===== config.mk =====
export PLATFORM = sky130hd
export DESIGN_NAME = sound_event_coalescing_queue
export DESIGN_NICKNAME = d
export VERILOG_FILES = /design/src/sec_pkg.sv /design/src/sec_slot_ram.sv /design/src/sec_div.sv /design/src/sound_event_coalescing_queue.sv
export SDC_FILE = /design/constraint.sdc
export NUM_CORES = 1
export LEC_CHECK = 0
export BUFFER_PORTS_ARGS = -buffer_cell sky130_fd_sc_hd__buf_4
export CAP_MARGIN = 25
export CORE_ASPECT_RATIO = 0.75
export CORE_MARGIN = 4
export CORE_UTILIZATION = 52
export DETAILED_ROUTE_END_ITERATION = 10
export GPL_ROUTABILITY_DRIVEN = 0
export HOLD_SLACK_MARGIN = 0.08
export PLACE_DENSITY = 0.75
export SLEW_MARGIN = 10
export SYNTH_ARGS = -nofsm -noshare
export SYNTH_HDL_FRONTEND = slang
export SYNTH_SLANG_ARGS = --single-unit

===== constraint.sdc =====
create_clock -name clk_i -period 4.65 [get_ports clk_i]
set_clock_uncertainty 0.05 [all_clocks]
set_input_delay 1.1625 -clock clk_i [delete_from_list [all_inputs] [get_ports clk_i]]
set_output_delay 1.1625 -clock clk_i [all_outputs]
set_load 0.02 [all_outputs]

===== src/sec_pkg.sv =====
// Shared types and constants for the sound event coalescing queue.
// Used by every module of the block; no dependencies.
package sec_pkg;

  // Block sizing
  localparam int SLOTS        = 12;
  localparam int MAX_PER_SLOT = 128;
  localparam int NUM_SOUNDS   = 46;

  // Field widths
  localparam int SOUND_W = 6;
  localparam int PAN_W   = 15;
  localparam int CNT_W   = $clog2(MAX_PER_SLOT + 1);
  localparam int SUM_W   = PAN_W + $clog2(MAX_PER_SLOT);
  localparam int SLOT_AW = (SLOTS > 1) ? $clog2(SLOTS) : 1;
  localparam int FILL_W  = $clog2(SLOTS + 1);
  localparam int DIV_CW  = $clog2(SUM_W + 1);

  // Stream payload: sound in the low bits, pan above, padded to bytes
  localparam int DATA_W = ((SOUND_W + PAN_W + 7) / 8) * 8;

  // Register port
  localparam int PADDR_W = 4;
  localparam int PDATA_W = 64;

  // Register select (paddr[3])
  localparam logic REG_ENABLE = 1'b0;
  localparam logic REG_LOADED = 1'b1;

  typedef enum logic {
    OP_ENQUEUE = 1'b0,
    OP_FLUSH   = 1'b1
  } op_e;

  typedef enum logic [3:0] {
    ST_IDLE,
    ST_ENQ_RD,
    ST_ENQ_CHK,
    ST_ENQ_NEW,
    ST_FL_RD,
    ST_FL_CHK,
    ST_FL_DIV,
    ST_FL_PUSH,
    ST_FL_NEXT,
    ST_FL_END
  } state_e;

  // One slot entry as held in the slot memory
  typedef struct packed {
    logic [SOUND_W-1:0]      sound;
    logic signed [SUM_W-1:0] sum;
    logic [CNT_W-1:0]        count;
  } slot_t;

  // Divider handshake
  typedef struct packed {
    logic start;
    logic done;
  } div_ctl_t;

endpackage


===== src/sec_slot_ram.sv =====
// Slot memory: one write port, one read port, registered read data.
// Depends on sec_pkg for the slot entry type.
module sec_slot_ram
  import sec_pkg::*;
(
  input  logic               clk_i,
  input  logic               we_i,
  input  logic [SLOT_AW-1:0] waddr_i,
  input  slot_t              wdata_i,
  input  logic [SLOT_AW-1:0] raddr_i,
  output slot_t              rdata_o
);

  slot_t mem [SLOTS];

  // Write port
  always_ff @(posedge clk_i) begin
    if (we_i) begin
      mem[waddr_i] <= wdata_i;
    end
  end

  // Read port, read data registered
  always_ff @(posedge clk_i) begin
    rdata_o <= mem[raddr_i];
  end

endmodule


===== src/sec_div.sv =====
// Serial signed divider: pan sum by request count, one quotient bit a cycle.
// Quotient is truncated toward zero. Depends on sec_pkg.
module sec_div
  import sec_pkg::*;
(
  input  logic                    clk_i,
  input  logic                    rst_ni,
  input  logic                    start_i,
  input  logic signed [SUM_W-1:0] dividend_i,
  input  logic [CNT_W-1:0]        divisor_i,
  output logic                    done_o,
  output logic [PAN_W-1:0]        quotient_o
);

  logic              busy_q, busy_d;
  logic              done_q, done_d;
  logic [DIV_CW-1:0] cnt_q, cnt_d;
  logic [CNT_W-1:0]  rem_q, rem_d;
  logic [SUM_W-1:0]  quo_q, quo_d;
  logic [CNT_W-1:0]  dvs_q, dvs_d;
  logic              neg_q, neg_d;
  logic [CNT_W:0]    trial;
  logic              ge;
  logic [SUM_W-1:0]  signed_quo;

  // Restoring step on magnitudes
  always_comb begin
    trial  = {rem_q, quo_q[SUM_W-1]};
    ge     = trial >= {1'b0, dvs_q};
    busy_d = busy_q;
    done_d = 1'b0;
    cnt_d  = cnt_q;
    rem_d  = rem_q;
    quo_d  = quo_q;
    dvs_d  = dvs_q;
    neg_d  = neg_q;
    if (start_i) begin
      busy_d = 1'b1;
      cnt_d  = DIV_CW'(SUM_W);
      rem_d  = '0;
      quo_d  = dividend_i[SUM_W-1] ? (~dividend_i + SUM_W'(1)) : dividend_i;
      dvs_d  = divisor_i;
      neg_d  = dividend_i[SUM_W-1];
    end else if (busy_q) begin
      rem_d = ge ? CNT_W'(trial - {1'b0, dvs_q}) : trial[CNT_W-1:0];
      quo_d = {quo_q[SUM_W-2:0], ge};
      cnt_d = cnt_q - DIV_CW'(1);
      if (cnt_q == DIV_CW'(1)) begin
        busy_d = 1'b0;
        done_d = 1'b1;
      end
    end
  end

  // Control state
  always_ff @(posedge clk_i or negedge rst_ni) begin
    if (!rst_ni) begin
      busy_q <= 1'b0;
      done_q <= 1'b0;
      cnt_q  <= '0;
    end else begin
      busy_q <= busy_d;
      done_q <= done_d;
      cnt_q  <= cnt_d;
    end
  end

  // Datapath
  always_ff @(posedge clk_i) begin
    rem_q <= rem_d;
    quo_q <= quo_d;
    dvs_q <= dvs_d;
    neg_q <= neg_d;
  end

  assign signed_quo = neg_q ? (~quo_q + SUM_W'(1)) : quo_q;
  assign quotient_o = signed_quo[PAN_W-1:0];
  assign done_o     = done_q;

endmodule


===== src/sound_event_coalescing_queue.sv =====
// Top level of the sound event coalescing queue: control sequencer, registers
// and output stage. Depends on sec_pkg, sec_slot_ram and sec_div.
//
// Requests are taken one at a time. An enqueue walks the occupied slots in
// the slot memory, reading each slot and then comparing it and writing it
// back; an enqueue for an unknown sound number finishes in its accept cycle.
// A flush that finds the block enabled reads and checks each occupied slot.
// An unloaded sound then moves on. A loaded sound runs the serial divider to
// form the average pan, then hands the result on and moves on. A flush also
// waits while the output side stalls. The slot memory's single read port and
// the bit-serial divider set the pace of enqueues and flushes.
// Results of a flush are handed out through an output register with one
// result held back so the final one can carry tlast. The slot memory needs
// no clearing after reset: a fill count marks which slots are occupied.
module sound_event_coalescing_queue
  import sec_pkg::*;
(
  input  logic               clk_i,
  input  logic               rst_ni,
  // Request stream
  input  logic               s_axis_tvalid,
  output logic               s_axis_tready,
  input  logic [DATA_W-1:0]  s_axis_tdata,   // [5:0] sound_number, [20:6] pan
  input  logic               s_axis_tuser,   // [0] opcode
  // Result stream
  output logic               m_axis_tvalid,
  input  logic               m_axis_tready,
  output logic [DATA_W-1:0]  m_axis_tdata,   // [5:0] play_sound, [20:6] play_pan
  output logic               m_axis_tlast,
  // Register port
  input  logic               psel,
  input  logic               penable,
  input  logic               pwrite,
  input  logic [PADDR_W-1:0] paddr,
  input  logic [PDATA_W-1:0] pwdata,
  output logic [PDATA_W-1:0] prdata,
  output logic               pready
);

  state_e state_q, state_d;

  logic [SLOT_AW-1:0]     idx_q, idx_d;
  logic [FILL_W-1:0]      fill_q, fill_d;
  logic                   enable_q;
  logic [NUM_SOUNDS-1:0]  loaded_q;
  logic [SOUND_W-1:0]     req_sound_q, req_sound_d;
  logic [PAN_W-1:0]       req_pan_q, req_pan_d;
  logic [SOUND_W-1:0]     cur_sound_q, cur_sound_d;
  logic                   held_v_q, held_v_d;
  logic [SOUND_W-1:0]     held_sound_q, held_sound_d;
  logic [PAN_W-1:0]       held_pan_q, held_pan_d;
  logic                   m_valid_q, m_valid_d;
  logic [SOUND_W-1:0]     m_sound_q, m_sound_d;
  logic [PAN_W-1:0]       m_pan_q, m_pan_d;
  logic                   m_last_q, m_last_d;

  logic                   in_req;
  logic                   in_known;
  op_e                    in_op;
  logic [SOUND_W-1:0]     in_sound;
  logic                   out_free;
  logic                   last_slot;
  logic                   slots_full;
  logic                   cfg_wr;

  logic                   ram_we;
  logic [SLOT_AW-1:0]     ram_waddr;
  slot_t                  ram_wdata;
  slot_t                  ram_rdata;
  div_ctl_t               div_ctl;
  logic                   div_done;
  logic [PAN_W-1:0]       div_quo;

  // Decode of the incoming request
  assign in_req    = s_axis_tvalid && s_axis_tready;
  assign in_op     = op_e'(s_axis_tuser);
  assign in_sound  = s_axis_tdata[SOUND_W-1:0];
  assign in_known  = {1'b0, in_sound} < (SOUND_W + 1)'(NUM_SOUNDS);
  assign out_free  = !m_valid_q || m_axis_tready;
  assign last_slot = (FILL_W'(idx_q) + FILL_W'(1)) == fill_q;
  assign slots_full = fill_q == FILL_W'(SLOTS);

  // Next state
  always_comb begin
    state_d = state_q;
    case (state_q)
      ST_IDLE: begin
        if (in_req) begin
          if (in_op == OP_ENQUEUE) begin
            if (in_known) begin
              state_d = (fill_q == '0) ? ST_ENQ_NEW : ST_ENQ_RD;
            end
          end else if (enable_q && fill_q != '0) begin
            state_d = ST_FL_RD;
          end
        end
      end
      ST_ENQ_RD:  state_d = ST_ENQ_CHK;
      ST_ENQ_CHK: begin
        if (ram_rdata.sound == req_sound_q) begin
          state_d = ST_IDLE;
        end else if (last_slot) begin
          state_d = slots_full ? ST_IDLE : ST_ENQ_NEW;
        end else begin
          state_d = ST_ENQ_RD;
        end
      end
      ST_ENQ_NEW: state_d = ST_IDLE;
      ST_FL_RD:   state_d = ST_FL_CHK;
      ST_FL_CHK:  state_d = loaded_q[ram_rdata.sound] ? ST_FL_DIV : ST_FL_NEXT;
      ST_FL_DIV:  state_d = div_ctl.done ? ST_FL_PUSH : ST_FL_DIV;
      ST_FL_PUSH: begin
        if (!held_v_q || out_free) begin
          state_d = ST_FL_NEXT;
        end
      end
      ST_FL_NEXT: state_d = last_slot ? ST_FL_END : ST_FL_RD;
      ST_FL_END: begin
        if (!held_v_q || out_free) begin
          state_d = ST_IDLE;
        end
      end
      default:    state_d = ST_IDLE;
    endcase
  end

  // Datapath and memory control
  always_comb begin
    idx_d        = idx_q;
    fill_d       = fill_q;
    req_sound_d  = req_sound_q;
    req_pan_d    = req_pan_q;
    cur_sound_d  = cur_sound_q;
    held_v_d     = held_v_q;
    held_sound_d = held_sound_q;
    held_pan_d   = held_pan_q;
    m_valid_d    = m_valid_q && !m_axis_tready;
    m_sound_d    = m_sound_q;
    m_pan_d      = m_pan_q;
    m_last_d     = m_last_q;
    ram_we       = 1'b0;
    ram_waddr    = idx_q;
    ram_wdata    = '{sound: req_sound_q,
                     sum:   SUM_W'($signed(req_pan_q)),
                     count: CNT_W'(1)};
    div_ctl.start = 1'b0;
    div_ctl.done  = div_done;
    s_axis_tready = 1'b0;

    case (state_q)
      ST_IDLE: begin
        s_axis_tready = 1'b1;
        idx_d         = '0;
        held_v_d      = 1'b0;
        if (in_req) begin
          req_sound_d = in_sound;
          req_pan_d   = s_axis_tdata[SOUND_W +: PAN_W];
        end
      end
      ST_ENQ_CHK: begin
        if (ram_rdata.sound == req_sound_q) begin
          // Join the slot unless it already holds the maximum
          if (ram_rdata.count < CNT_W'(MAX_PER_SLOT)) begin
            ram_we          = 1'b1;
            ram_wdata.sum   = ram_rdata.sum + SUM_W'($signed(req_pan_q));
            ram_wdata.count = ram_rdata.count + CNT_W'(1);
          end
        end else if (!last_slot) begin
          idx_d = idx_q + SLOT_AW'(1);
        end
      end
      ST_ENQ_NEW: begin
        // Claim the first empty slot
        ram_we    = 1'b1;
        ram_waddr = fill_q[SLOT_AW-1:0];
        fill_d    = fill_q + FILL_W'(1);
      end
      ST_FL_CHK: begin
        cur_sound_d   = ram_rdata.sound;
        div_ctl.start = loaded_q[ram_rdata.sound];
      end
      ST_FL_PUSH: begin
        // Keep one result back; the held one goes out when another arrives
        if (!held_v_q) begin
          held_v_d     = 1'b1;
          held_sound_d = cur_sound_q;
          held_pan_d   = div_quo;
        end else if (out_free) begin
          m_valid_d    = 1'b1;
          m_sound_d    = held_sound_q;
          m_pan_d      = held_pan_q;
          m_last_d     = 1'b0;
          held_sound_d = cur_sound_q;
          held_pan_d   = div_quo;
        end
      end
      ST_FL_NEXT: begin
        if (!last_slot) begin
          idx_d = idx_q + SLOT_AW'(1);
        end
      end
      ST_FL_END: begin
        if (!held_v_q) begin
          fill_d = '0;
        end else if (out_free) begin
          m_valid_d = 1'b1;
          m_sound_d = held_sound_q;
          m_pan_d   = held_pan_q;
          m_last_d  = 1'b1;
          held_v_d  = 1'b0;
          fill_d    = '0;
        end
      end
      default: ;
    endcase
  end

  // Control registers
  always_ff @(posedge clk_i or negedge rst_ni) begin
    if (!rst_ni) begin
      state_q   <= ST_IDLE;
      idx_q     <= '0;
      fill_q    <= '0;
      held_v_q  <= 1'b0;
      m_valid_q <= 1'b0;
    end else begin
      state_q   <= state_d;
      idx_q     <= idx_d;
      fill_q    <= fill_d;
      held_v_q  <= held_v_d;
      m_valid_q <= m_valid_d;
    end
  end

  // Payload registers
  always_ff @(posedge clk_i) begin
    req_sound_q  <= req_sound_d;
    req_pan_q    <= req_pan_d;
    cur_sound_q  <= cur_sound_d;
    held_sound_q <= held_sound_d;
    held_pan_q   <= held_pan_d;
    m_sound_q    <= m_sound_d;
    m_pan_q      <= m_pan_d;
    m_last_q     <= m_last_d;
  end

  // Configuration registers
  assign cfg_wr = psel && penable && pwrite && pready;

  always_ff @(posedge clk_i or negedge rst_ni) begin
    if (!rst_ni) begin
      enable_q <= 1'b0;
      loaded_q <= '0;
    end else if (cfg_wr) begin
      if (paddr[3] == REG_ENABLE) begin
        enable_q <= pwdata[0];
      end else begin
        loaded_q <= pwdata[NUM_SOUNDS-1:0];
      end
    end
  end

  assign pready = 1'b1;
  assign prdata = (paddr[3] == REG_LOADED) ? PDATA_W'(loaded_q) : PDATA_W'(enable_q);

  // Slot memory
  sec_slot_ram u_ram (
    .clk_i   (clk_i),
    .we_i    (ram_we),
    .waddr_i (ram_waddr),
    .wdata_i (ram_wdata),
    .raddr_i (idx_q),
    .rdata_o (ram_rdata)
  );

  // Average pan divider
  sec_div u_div (
    .clk_i      (clk_i),
    .rst_ni     (rst_ni),
    .start_i    (div_ctl.start),
    .dividend_i (ram_rdata.sum),
    .divisor_i  (ram_rdata.count),
    .done_o     (div_done),
    .quotient_o (div_quo)
  );

  // Result stream
  assign m_axis_tvalid = m_valid_q;
  assign m_axis_tdata  = DATA_W'({m_pan_q, m_sound_q});
  assign m_axis_tlast  = m_last_q;

endmodule


# ---- Word level (Yosys, flattened, before mapping)
# Memory sizes are Yosys's and may differ from the RTL's. A register that Yosys moved wholly into a read port is not among the register bits.
# Cells that the tools add are included.
dict set report classes {
  add_sub_neg 8
  order_cmp 4
  n_eq_ne 25
  mux 62
  bitwise_logic 3
  n_reduce_logical 28
}
# cell n
set ops {}
lappend ops {{2-to-1 mux 30 bit} 3}
lappend ops {{2-to-1 mux 22 bit} 3}
lappend ops {{2-to-1 mux 4 bit} 13}
lappend ops {{2-to-1 mux 46 bit} 1}
lappend ops {{2-to-1 mux 15 bit} 3}
lappend ops {{case mux 4 bit (9 select lines)} 1}
lappend ops {{2-to-1 mux 1 bit} 23}
lappend ops {{adder 22 x 15 -> 22 bit} 1}
lappend ops {{adder 22 x 2 -> 22 bit, second input constant} 1}
lappend ops {{NOT 22 bit} 1}
lappend ops {{== test 4 x 3 -> 1 bit, second input constant} 4}
lappend ops {{!= test 2 bit, second input constant} 8}
lappend ops {{adder 15 x 1 -> 15 bit, second input constant} 1}
lappend ops {{NOT 15 bit} 1}
lappend ops {{== test 4 bit, second input constant} 3}
lappend ops {{2-to-1 mux 6 bit} 2}
lappend ops {{case mux 4 bit (3 select lines)} 1}
lappend ops {{AND reduction 2 bit} 6}
lappend ops {{2-to-1 mux 5 bit} 2}
lappend ops {{AND reduction 5 bit} 2}
lappend ops {{greater-or-equal comparator 9 x 8 -> 1 bit} 1}
lappend ops {{!= test 3 bit, second input constant} 3}
lappend ops {{adder 4 x 1 -> 4 bit, second input constant} 2}
lappend ops {{adder 8 x 1 -> 8 bit, second input constant} 1}
lappend ops {{other kinds (27)} 43}
dict set report totals {
  ff_bits 177
  ram_bits 432
  in_bits 100
  out_inout_bits 92
  wordCells 153
  memories 1
}
# name depth width read_ports rd_clocked_by_memory_dff write_ports line
set memory_table {}
lappend memory_table {u_ram.mem 12 36 1 1 1 sec_slot_ram.sv:14} ;# slot_t mem [SLOTS];

# ---- Longest topological paths before layout
# Gate-level depths: netlist of run 1.
dict set report depth {
  word_depth 6
  ltp_mapped 11
}

# ---- Hierarchy
# Synthesis of run 1 repeated with hierarchy kept, for this count alone.
dict set report unflattened {
  hier_cells 1699
  area_unflattened_um2 27556.4
}
# module instances cells_per_inst area_per_inst_um2
set by_module_without_submodules {}
lappend by_module_without_submodules {sec_slot_ram 1 744 17261.6}
lappend by_module_without_submodules {sound_event_coalescing_queue 1 645 7335.8}
lappend by_module_without_submodules {sec_div 1 310 2959.1}

# ---- Worst setup path after synthesis of run 1
# No wires, ideal clock.
dict set report synth_timing {
  kind {reg-to-reg}
  from {reg req_sound_q[5]}
  to {mem u_ram.mem[11][0] (netlist name) (enable)}
  setup_ns 0.429
  arrival_time_ns 3.434
  path_slack_ns 0.736
  stages_incl_launch_ff 8
  period_less_slack_ns 3.914
  path_cell_list {edfxtp_1 > xor2_1 > nor4_1 > nand3_1 > or3_1 > clkbuf_1 > o32a_1 > nor2_1}
}
dict set report synth_between {
  elab_chain_cells 5
}
# item line
set synth_rtl {}
lappend synth_rtl {{start: declaration} sound_event_coalescing_queue.sv:46} ;# logic [SOUND_W-1:0] req_sound_q, req_sound_d;
lappend synth_rtl {{start signal: assignment} sound_event_coalescing_queue.sv:237} ;# req_sound_q <= req_sound_d;
lappend synth_rtl {{== test 6 bit} sound_event_coalescing_queue.sv:161} ;# if (ram_rdata.sound == req_sound_q) begin
lappend synth_rtl {{2-to-1 mux 1 bit} sound_event_coalescing_queue.sv:161}
lappend synth_rtl {{case mux 1 bit (2 select lines)} sound_event_coalescing_queue.sv:150} ;# case (state_q)
lappend synth_rtl {{2-to-1 mux 1 bit} sec_slot_ram.sv:18} ;# if (we_i) begin
lappend synth_rtl {{2-to-1 mux 1 bit (not written as such)} sec_slot_ram.sv:19} ;# mem[waddr_i] <= wdata_i;
lappend synth_rtl {{end: declaration} sec_slot_ram.sv:14}
# Every way passes these cells.

# ---- Worst setup path after layout of run 1
dict set report layout_timing {
  from {reg req_sound_q[5]}
  to {mem u_ram.mem[10][1] (netlist name) (enable)}
}
# Same word-level chain as after synthesis.

==> results_dict.tcl, run 1 <==
set metrics [dict create \
    cts.repair.resized 0 \
    worstMarginPinSlew_ns 1.049 \
    num_io_pins 192 \
    grt_usage 0.2048 \
    drv_slew 0 \
    maxCapViolations 0 \
    synth_top_cell_area_share 0.5924 \
    rsz0062_at_grt "no" \
    cp.required_ns 4.91 \
    pwr-share-clk 0.290 \
    synthFlopType "edfxtp_1" \
    grt_pass1_wl_um 87740 \
    worstPathArrival_ns 3.94 \
    min_path_cells 0 \
    root_buffer "clkbuf_16" \
    core_um2 51440 \
    setup.worst_path.start_class "register" \
    drtAntennaViolNets 0 \
    grt_overflow_total 0 \
    antenna_found_initial 0 \
    die_h_um 205.4 \
    p_seq_frac 0.475 \
    status "finished clean" \
    synth_common_cells "edfxtp_1, nand2_1, mux4_2, o21ai_0, dfrtp_1" \
    ys_ff_latch 645 \
    path_clk_slew_ns 0.06 \
    ir_drop_v 0.0002984 \
    power.switching_mw 4.732 \
    syn_inst 1657 \
    p_int_mw 11.29 \
    period_minus_slack_ns 3.676 \
    syn-cell-area_um2 27020 \
    nets 1969 \
    n_antenna_cell 0 \
    vias 15050 \
    clock_path_buffers 3 \
    drt_iter0_drc 1429 \
    drc_errors 0 \
    cts_tree "done" \
    route.detailed.wl_per_inst_um 22.16 \
    combinationalPowerShare 0.235 \
    yosysSeqAreaShare 0.6880 \
    critPathKind "register to register" \
    max_freq_ghz 0.2721 \
    path_max_fanout 22 \
    tns_ns 0 \
    switching_share 0.2953 \
    hold_violations 0 \
    reg2reg_depth 8 \
    leakage_nw 10.85 \
    initial_utilization 0.5252 \
    synth.avg_cell_area_um2 16.30 \
    async_reset_ff_frac 0.1054 \
    yosysTopAreaCell "edfxtp_1" \
    numCtsBuffers 59 \
    postCtsHoldBufs 0 \
    post_cts_buffers 0 \
    grt_max_degree 110 \
    layout-drive-gt1-share 0.2504 \
    yosys_warnings 0 \
    relSlewSlack 0.2972 \
    synthTopCellsByArea "edfxtp_1, mux4_2, dfrtp_1" \
    io_buffers 145 \
    wirelength_um 57270 \
    hpwl_um 34870 \
    synth-edff-count 533 \
    crit_path_end_kind "register" \
    synth_cell_type_count 61 \
    dieWidth_um 271.2 \
    rows 72 \
    die_area_um2 55700 \
    dr.pass1.iters 7 \
    clock_latency_ns 0.62 \
    clock_sinks 645 \
    setup_viol 0 \
    whs_ns 0.3703 \
    grt_pass1_vias 14650 \
    power.density_nw_per_um2 517.9 \
    yosysMostFrequentCell "edfxtp_1" \
    viasPerCell 5.823 \
    hold_class "register to register" \
    fin_total_pwr_mw 16.02 \
    htreeDepth 2 \
    fin_crit_sh 0.7904 \
    area_growth_pct 14.54 \
]
[layout make-up]
type | count | area (µm²)
flip-flops and latches | 645 | 18600
well taps | 703 | 879.6
clock inverters | 36 | 302.8
inverters | 35 | 131.4
fillers | 3710 | 20500
repair buffers | 186 | 1486
multi-input cells | 903 | 7995
clock buffers | 76 | 1550
[critical path, cell delays in order (launching register included)]
cell	delay (ns)
edfxtp_1	0.58
xor2_1	0.23
nor4_1	0.33
nand3_1	0.21
or3_1	0.41
inv_1	0.23
a32oi_1	0.31
nor2_4	0.71
buf_12	0.29
[cell usage in the layout, fill, tap and decap left out, drive strengths merged, types with 4 or more instances in the layout]
| cell | n |
|---|---|
| nand3 | 15 |
| o21ai | 110 |
| a21o | 7 |
| clkinvlp | 5 |
| conb | 22 |
| nor2 | 63 |
| xor2 | 38 |
| nand2b | 8 |
| or3 | 7 |
| mux4 | 122 |
| nor4 | 7 |
| dfxtp | 44 |
| or4 | 4 |
| and3 | 8 |
| o21a | 7 |
| mux2 | 48 |
| o21bai | 6 |
| nor3 | 17 |
| a21oi | 38 |
| dfrtp | 68 |
| inv | 36 |
| edfxtp | 533 |
| a211oi | 9 |
| nor2b | 6 |
| mux2i | 44 |
| nand3b | 5 |
| clkinv | 27 |
| ha | 37 |
| xnor2 | 37 |
| buf | 182 |
| nor3b | 4 |
| a31oi | 4 |
| clkbuf | 80 |
| o31ai | 16 |
| nand2 | 128 |
| and2 | 50 |
| o41ai | 5 |
[metrics by stage]
step           instance area, µm²  setup WS [ns]  utilization  instances
3_5_place_dp                29030         0.7348       0.5644       2462
2_1_floorplan               27090         0.7365            -       1677
4_1_cts                     30880         0.7033       0.6004       2574
6_report                    30940         0.9745       0.6016       2584
5_1_grt                     30940         0.6784       0.6016       2584
3_3_place_gp                29020         0.8715       0.5641       2459
[sequential cells by signal (all words and copies together) (netlist names), 4 cells and up]
name / flops
m_sound_q: 6
u_ram.mem: 432
held_sound_q: 6
u_div.quo_q: 22
held_pan_q: 15
idx_q: 4
u_div.rem_q: 8
u_div.dvs_q: 8
loaded_q: 46
u_ram.rdata_o: 36
m_pan_q: 15
cur_sound_q: 6
req_pan_q: 15
state_q: 4
u_div.cnt_q: 5
fill_q: 4
req_sound_q: 6
[final timing paths]
check / startpoint / end / slack [ns]
worst min-delay path: held_pan_q[10]$_DFFE_PP_ / m_pan_q[10]$_DFFE_PP_ / 0.37
max in group asynchronous: rst_ni / idx_q[1]$_DFFE_PN0P_ / 3.24
worst min register to register: held_pan_q[10]$_DFFE_PP_ / m_pan_q[10]$_DFFE_PP_ / 0.37
worst max-delay path: req_sound_q[5]$_DFFE_PP_ / u_ram.mem[10][1]$_DFFE_PP_ / 0.97
min in group asynchronous: rst_ni / loaded_q[17]$_DFFE_PN0P_ / 0.61
worst max register to register: req_sound_q[5]$_DFFE_PP_ / u_ram.mem[10][1]$_DFFE_PP_ / 0.97
[cell families after synthesis]
family	after synthesis	share of synthesized area
DFF	645	0.6880
and+or+nand+nor	327	0.05743
AOI/OAI and AO/OA	226	0.05108
muxes	214	0.1380
buffers and inverters	129	0.02223
xor gates and xnor gates	75	0.02431
adders and majority gates	39	0.01862
other	2	0.0002780
[routing by layer]
metal,wire (µm),GRT usage,up-vias
met5,0,0,-
met4,914,0.04232,0
met3,4060,0.03346,73
met2,26200,0.3117,527
met1,26090,0.3179,7756
li1,-,-,6690
[power groups by stage]
| stage | combinational [mW] | sequential, mW | clock (mW) |
|---|---|---|---|
| 2_1_floorplan | 2.97 | 7.41 | 0 |
| 3_3_place_gp | 3.65 | 7.69 | 0 |
| 3_5_place_dp | 3.74 | 7.72 | 0 |
| 4_1_cts | 3.76 | 7.60 | 4.73 |
| 5_1_grt | 4.18 | 7.68 | 4.98 |
| 6_report | 3.76 | 7.62 | 4.64 |
Note: power is estimated with default switching activity, not from simulation.
==> run 2: changes to the inputs <==
Settings changed: PLACE_DENSITY 0.75 to 0.78.
Clock period 4.65 ns to 3.2 ns, I/O delays scaled along.
==> run 2 against run 1 <==
Against the previous run:
- fmax grew 18%
- combinational power grew 61%
- clock power grew 62%
- utilization up 1.7 points
- flip-flop and latch count is the same
- critical path type unchanged
- global-route usage increased by 0.18 points
==> results_dict.tcl, run 2 (synthesis gave the netlist of run 1 again) <==
set metrics [dict create \
    drv_slew 0 \
    r2r_end "u_ram.mem[8][28]$_DFFE_PP_" \
    rows 72 \
    top_register "u_ram.mem" \
    nets 2031 \
    setup_viol 0 \
    antenna_found_initial 0 \
    layout-drive-gt1-share 0.2834 \
    grt_usage 0.2066 \
    status "finished clean" \
    leakage_nw 11.33 \
    reg2reg_depth 11 \
    path_clk_slew_ns 0.07 \
    hpwl_um 35620 \
    maxCapViolations 0 \
    num_io_pins 192 \
    critPathKind "register to register" \
    clock_path_buffers 3 \
    path_cells "ha_4, fa_2, a211oi_4, o21ai_2, a211o_1, a21oi_2, nor3_2, o31ai_2, and3_1, o31ai_2, buf_4" \
    crit_top_cell "o31ai_2" \
    fin_total_pwr_mw 24.49 \
    viasPerCell 5.783 \
    numPlacedInstances 2525 \
    root_buffer "clkbuf_16" \
    grt_pass1_vias 15330 \
    postPlaceCellArea_um2 29620 \
    clock_sinks 645 \
    postCtsHoldBufs 0 \
    grt_max_degree 90 \
    numCtsBuffers 60 \
    design_area_um2 31840 \
    wirelength_um 58220 \
    cts_tree "done" \
    worstPathArrival_ns 3.46 \
    die_area_um2 55700 \
    core_um2 51440 \
    crit_path_end_kind "register" \
    drc_errors 0 \
    die_h_um 205.4 \
    ir_drop_v 0.0006169 \
    fin_cells 2647 \
    final_common_cell "edfxtp_1" \
    post-place-ws_ns -0.3102 \
    grt_overflow_total 0 \
    rrSetupSlack_ns 0.07 \
    final_core_util 0.6189 \
    hold_class "input pin to asynchronous set/reset pin" \
    initial_utilization 0.5252 \
    largestRegisters "u_ram.mem (432), loaded_q (46), u_ram.rdata_o (36)" \
    drt_iter0_drc 1512 \
    period_minus_slack_ns 3.128 \
    worstMarginPinSlew_ns 1.009 \
    crit_slowest_cell "edfxtp_1" \
    relSlewSlack 0.3240 \
    clock_latency_ns 0.63 \
    reg2reg_from "req_pan_q[0]$_DFFE_PP_" \
    area_growth_pct 17.84 \
    cpPeakStageDelay_ns 0.43 \
    vias 15310 \
    htreeDepth 2 \
    largest_reg_flops 432 \
    grt_pass1_wl_um 89470 \
    layout_common_cells "edfxtp_1, buf_4, nand2_1" \
    n_antenna_cell 0 \
    io_buffers 145 \
    dieWidth_um 271.2 \
    fin_crit_sh 0.9775 \
    route.detailed.wl_per_inst_um 22.00 \
    max_freq_ghz 0.3197 \
    setup.worst_path.start_class "register" \
    cp.required_ns 3.53 \
    setup_slack_ns 0.07202 \
    power.density_nw_per_um2 769.1 \
    hold_violations 0 \
    dr.pass1.iters 5 \
    drtAntennaViolNets 0 \
    path_max_fanout 12 \
]
==> run 2: critical path, delay by kind of cell, from the launching register on <==
| family | cells | cell delay [ns] |
|---|---|---|
| flip-flops | 1 | 0.43 |
| buffers and inverters | 1 | 0.18 |
| AND/OR/NAND/NOR | 2 | 0.32 |
| adder cells (fa/ha/maj) | 2 | 0.62 |
| AO/OA/AOI/OAI | 6 | 1.30 |
==> run 2: where the power goes <==
part / internal, mW / switching, mW
sequential: 10.2 / 0.759
clock: 4.37 / 3.13
combinational: 2.86 / 3.21
==> run 2: what timing repair did <==
| action | in CTS | in global routing |
|---|---|---|
| pin swaps | 1 | 8 |
| setup buffers | 0 | 3 |
| resized for setup | 6 | 13 |
| setup endpoints to repair | 95 | 73 |
==> run 2: worst max path at each step <==
stage | from | to | slack [ns] | depth (start not counted)
6_report | req_pan_q[0]$_DFFE_PP_ | u_ram.mem[8][28]$_DFFE_PP_ | 0.07 | 11
5_1_grt | req_pan_q[0]$_DFFE_PP_ | u_ram.mem[8][28]$_DFFE_PP_ | -0.04 | 11
4_1_cts | req_sound_q[5]$_DFFE_PP_ | u_ram.mem[9][12]$_DFFE_PP_ | 0.008 | 6
3_5_place_dp | req_pan_q[1]$_DFFE_PP_ | u_ram.mem[9][29]$_DFFE_PP_ | -0.31 | 9
3_3_place_gp | req_pan_q[1]$_DFFE_PP_ | u_ram.mem[8][29]$_DFFE_PP_ | -0.13 | 9
2_1_floorplan | req_sound_q[5]$_DFFE_PP_ | u_ram.mem[2][0]$_DFFE_PP_ | -0.15 | 8
==> run 2: per-layer routing <==
| layer | global-route usage | routed length (µm) | vias up |
|---|---|---|---|
| met4 | 0.04734 | 1112 | 0 |
| met2 | 0.3284 | 27760 | 566 |
| met5 | 0 | 0 | - |
| li1 | - | - | 6821 |
| met3 | 0.03835 | 4418 | 91 |
| met1 | 0.3033 | 24930 | 7829 |
==> run 2: metrics by stage <==
stage / hold WS, ns / TNS (ns)
after global placement: 0.3518 / -3.282
after global routing: 0.2625 / -0.5429
final: 0.2266 / 0
after CTS: 0.2483 / 0
after floorplan: 0.3503 / -63.10
after detailed placement: 0.3545 / -8.810
==> run 2: cell type report <==
type / count / area (µm²)
clock inverters: 44 / 534.3
fillers: 3620 / 19600
clock buffers: 70 / 1549
well taps: 703 / 879.6
multi-input cells: 903 / 8071
inverters: 35 / 131.4
repair buffers: 247 / 2072
flip-flops and latches: 645 / 18600
